--- src/rtl/core/brs_pkg.sv ---
// Shared constants, types and register codes of the bilinear RGB sampler.
`timescale 1ns / 1ps
`default_nettype none

package brs_pkg;

  // Store geometry and coordinate format
  localparam int MAX_WIDTH  = 256;
  localparam int MAX_HEIGHT = 256;
  localparam int FRAC_BITS  = 8;

  localparam int COORD_W = 16;
  localparam int INT_W   = COORD_W - FRAC_BITS;
  localparam int CHAN_W  = 8;
  localparam int PIX_W   = 3 * CHAN_W;
  localparam int CFG_W   = 9;
  localparam int CFG_IDX_W = 1;

  localparam int X_W = $clog2(MAX_WIDTH);
  localparam int Y_W = $clog2(MAX_HEIGHT);

  // Four banks split by column and row parity
  localparam int BANK_COLS  = (MAX_WIDTH + 1) / 2;
  localparam int BANK_ROWS  = (MAX_HEIGHT + 1) / 2;
  localparam int BANK_DEPTH = BANK_COLS * BANK_ROWS;
  localparam int BANK_AW    = (BANK_DEPTH > 1) ? $clog2(BANK_DEPTH) : 1;

  // Size registers reset to 256, kept as the largest usable index
  localparam int SIZE_RST = 256;
  localparam logic [X_W-1:0] XMAX_RST =
    X_W'(((SIZE_RST > MAX_WIDTH) ? MAX_WIDTH : SIZE_RST) - 1);
  localparam logic [Y_W-1:0] YMAX_RST =
    Y_W'(((SIZE_RST > MAX_HEIGHT) ? MAX_HEIGHT : SIZE_RST) - 1);

  // Interpolation weights
  localparam logic [FRAC_BITS:0]   FRAC_ONE  = (FRAC_BITS + 1)'(1 << FRAC_BITS);
  localparam logic [FRAC_BITS-1:0] FRAC_HALF = FRAC_BITS'(1 << (FRAC_BITS - 1));

  typedef logic [PIX_W-1:0]     pixel_t;
  typedef logic [FRAC_BITS-1:0] frac_t;

  typedef enum logic [CFG_IDX_W-1:0] {
    REG_IMAGE_WIDTH  = 1'b0,
    REG_IMAGE_HEIGHT = 1'b1
  } cfg_reg_e;

endpackage

`default_nettype wire

--- src/rtl/core/brs_lerp.sv ---
// One-axis linear blend of two RGB888 pixels with rounded, saturating channels.
`timescale 1ns / 1ps
`default_nettype none

module brs_lerp (
  input  wire brs_pkg::pixel_t lo_i,
  input  wire brs_pkg::pixel_t hi_i,
  input  wire brs_pkg::frac_t  frac_i,
  output brs_pkg::pixel_t      pix_o
);

  localparam int F    = brs_pkg::FRAC_BITS;
  localparam int CW   = brs_pkg::CHAN_W;
  localparam int PW   = CW + F + 1;
  localparam int QW   = PW - F;

  // p * w / 2^F, round to nearest, ties to even
  function automatic logic [QW-1:0] weigh(logic [CW-1:0] p, logic [F:0] w);
    logic [PW-1:0] prod;
    logic [QW-1:0] q;
    logic [F-1:0]  r;
    logic          up;
    prod = PW'(p) * PW'(w);
    q    = prod[PW-1:F];
    r    = prod[F-1:0];
    up   = (r > brs_pkg::FRAC_HALF) || ((r == brs_pkg::FRAC_HALF) && q[0]);
    return q + QW'(up);
  endfunction

  logic [F:0] w_hi;
  logic [F:0] w_lo;

  assign w_hi = {1'b0, frac_i};
  assign w_lo = brs_pkg::FRAC_ONE - w_hi;

  always_comb begin
    logic [QW:0] sum;
    pix_o = lo_i;
    for (int c = 0; c < 3; c++) begin
      sum = (QW + 1)'(weigh(hi_i[c*CW +: CW], w_hi)) +
            (QW + 1)'(weigh(lo_i[c*CW +: CW], w_lo));
      // zero fraction takes the low pixel untouched
      if (frac_i != '0) begin
        pix_o[c*CW +: CW] = (sum > (QW + 1)'(255)) ? CW'(255) : sum[CW-1:0];
      end
    end
  end

endmodule

`default_nettype wire

--- config.mk ---
export PLATFORM = sky130hd
export DESIGN_NAME = brs_lerp
export DESIGN_NICKNAME = d
export VERILOG_FILES = /design/src/rtl/core/brs_pkg.sv /design/src/rtl/core/brs_lerp.sv
export SDC_FILE = /design/constraint.sdc
export NUM_CORES = 1
export LEC_CHECK = 0
export ABC_AREA = 1
export ABC_CLOCK_PERIOD_IN_PS = 22600
export BUFFER_PORTS_ARGS = -buffer_cell sky130_fd_sc_hd__clkbuf_2
export CAP_MARGIN = 10
export CORE_UTILIZATION = 57
export DETAILED_ROUTE_END_ITERATION = 10
export PLACE_DENSITY = 0.71
export SLEW_MARGIN = 15
export SYNTH_ARGS = -nofsm -noshare
export SYNTH_HDL_FRONTEND = slang
export SYNTH_SLANG_ARGS = --single-unit
--- constraint.sdc ---
create_clock -name vclk -period 22.6
set_input_delay 2.26 -clock vclk [all_inputs]
set_output_delay 2.26 -clock vclk [all_outputs]
set_load 0.1 [all_outputs]
==> impl_metrics.csv <==
group,metric,value,unit
run_status,status,"complete, no violations",
timing,final-hold-violation-count,0,
floorplanning,rows,60,
routing,wire_per_inst,13.5,µm
yosys,yosys-top-cells-area,"fa_1, ha_1, inv_1",
yosys,synth_nets,2847,
timing,timing.slew.headroom,0.400,
yosys,synthCells,2307,
layout,seq_cell_count,0,
placement,dp_hpwl,31500,µm
grt,antenna_found_initial,0,
grt,gr-usage-all-layers,0.268,
yosys,synth_warnings,0,
timing,finalMaxSlewViolations,0,
worst_setup_path,slowest_stage,"fa_1",
floorplanning,core_area,27200,µm²
yosys,yosysTopAreaCell,"fa_1",
yosys,syn-cell-area,15900,µm²
floorplanning,die-height,169,µm
placement,gp_congestion,0.906,
worst_setup_path,crit_family,"adder cells",
worst_setup_path,critical_path_class,"in -> out",
worst_setup_path,arrival,10.56,ns
floorplanning,io_pins,80,
yosys,syn_avg_cell_area,6.90,µm²
worst_hold_path,hold_depth,4,
cts,cts-hold-fix-buffers,0,
routing,routed_wl,36500,µm
worst_setup_path,cp_num_buf_inv,9,
layout,fin_nets,2865,
routing,ant_nets,0,
timing,setup_viol,0,
layout,final-seq-area,0,µm²
routing,num_vias,13800,
grt,grt_pass1_wl,63700,µm
timing,tightest_slew,0.898,ns
cts,cts_setup_buffers,0,
worst_setup_path,required,20.34,ns
timing,fin_crit_sh,0.567,
yosys,ys_seq_area_frac,0,
cts,ctsResizeCount,0,
run,maxCapViolCount,0,
worst_setup_path,cp-start-kind,"primary input",
floorplanning,dieArea,28600,µm²
timing,fin_crit,12.82,ns
yosys,synth_top_area_share,0.302,
layout,syn2layout_area_growth,3.82,%
worst_setup_path,crit_top_cell,"nand2_1",
floorplanning,start_util,0.586,
grt,grt_max_degree,49,
worst_setup_path,cp_max_fo,48,
timing,rsz0062_at_grt,"no",
worst_setup_path,end_kind,"output port",
timing,timing.fmax,78.0,MHz
layout,num_antenna_cells,0,
timing,fin_setup_tns,0,ns
layout,n_fill_cell,2650,
worst_hold_path,min_to,"pix_o[5]",
floorplanning,die_w,169,µm
routing,first_pass_iters,8,
worst_setup_path,cp_slowest_stage_delay,0.53,ns
layout,nClkBuffers,0,
routing,drt-initial-drc-count,855,
yosys,netlist-cell-type-count,45,
layout,drive_above_1_share,0.0598,
worst_hold_path,min-delay-start,"lo_i[5]",
grt,grt_remaining_overflow,0,
routing,drc,0,
worst_hold_path,min_path_type,"in -> out",
grt,first_global_vias,13900,
routing,via_per_inst,5.14,
placement,port_buffers,80,
==> cells in the mapped netlist <==
cell and count:
mux2i_1 1, a41oi_1 1, a21boi_0 2, clkbuf_1 44, o21ai_2 2, nor4_1 6, a21o_1 5, nor2_8 1
o21bai_1 5, a21oi_2 2, and2_1 4, a2111oi_0 1, nor2_2 7, clkbuf_2 12, o2111ai_1 1, fa_1 240
o211ai_1 5, or2_1 2, or2_2 1, xor2_1 52, or2_4 1, a311oi_1 1, nand3_2 7, nor4b_1 1
inv_2 2, nand3_1 78, inv_1 590, a31oi_1 4, a21oi_1 78, nand4_1 17, buf_2 5, o21ai_0 20
nand2_1 559, buf_1 4, nor2_1 204, nor2_4 2, o311ai_0 3, ha_1 244, nand2_2 21, xnor2_1 34
o41ai_1 2, nand3_4 5, nand2_4 7, nor3_1 15, nand3b_1 9
==> placed cells by master, fill, tap and decap left out, types with 3 or more instances in the layout <==
cell type / n
a21oi_1: 78
nand3b_1: 9
nand2_1: 559
o311ai_0: 3
xor2_1: 52
nand3_2: 7
inv_1: 590
nand3_4: 5
nor4_1: 6
nand4_1: 17
nor2_1: 204
fa_1: 240
o211ai_1: 5
ha_1: 244
xnor2_1: 34
o21ai_0: 20
nor3_1: 15
nand2_2: 21
and2_1: 4
o21bai_1: 5
nand2_4: 7
a21o_1: 5
clkbuf_2: 80
a31oi_1: 4
nand3_1: 78
nor2_2: 7
==> cell families after synthesis <==
group	synth area share
xor gates and xnor gates	0.0473
and+or+nand+nor	0.255
buffers and inverters	0.156
AOI/OAI and AO/OA	0.0475
adders and majority gates	0.494
muxes	0.000629
==> stage by stage <==
stage	utilization	setup slack, ns	cell area (µm²)	std cells	hold slack, ns
after global routing	0.608	9.18	16500	2695	5.32
after floorplan	-	10.89	15900	2307	5.14
after CTS	0.608	9.82	16500	2695	5.30
after global placement	0.608	10.17	16500	2695	5.29
final	0.608	9.78	16500	2695	5.29
after detailed placement	0.608	9.86	16500	2695	5.30
==> worst max-delay path by stage <==
stage,start,end,slack (ns),cells after the start
2_1_floorplan,frac_i[1],pix_o[15],10.89,36
3_3_place_gp,frac_i[0],pix_o[13],10.17,36
3_5_place_dp,frac_i[0],pix_o[11],9.86,36
4_1_cts,frac_i[0],pix_o[11],9.82,36
5_1_grt,frac_i[0],pix_o[11],9.18,36
6_report,frac_i[0],pix_o[11],9.78,36
==> layout make-up <==
| class | count | area, µm² | area share |
|---|---|---|---|
| Multi-Input combinational cell | 1650 | 13400 | 0.813 |
| Inverter | 592 | 2220 | 0.134 |
| Tap cell | 372 | 465 | 0.0282 |
| Timing Repair Buffer | 81 | 408 | 0.0247 |
==> layer usage <==
metal  track usage  vias up  routed length (µm)  share of wire
li1              -     6903                   -              -
met1         0.352     6551               16100           0.44
met2         0.492      343               17900           0.49
met3        0.0149       42                1770          0.049
met4        0.0466        0                 652          0.018
met5             0        -                   0              0
Power is left out: the tool's default activity adds up to more than one toggle a clock period on the data nets, which glitch-free logic cannot reach.
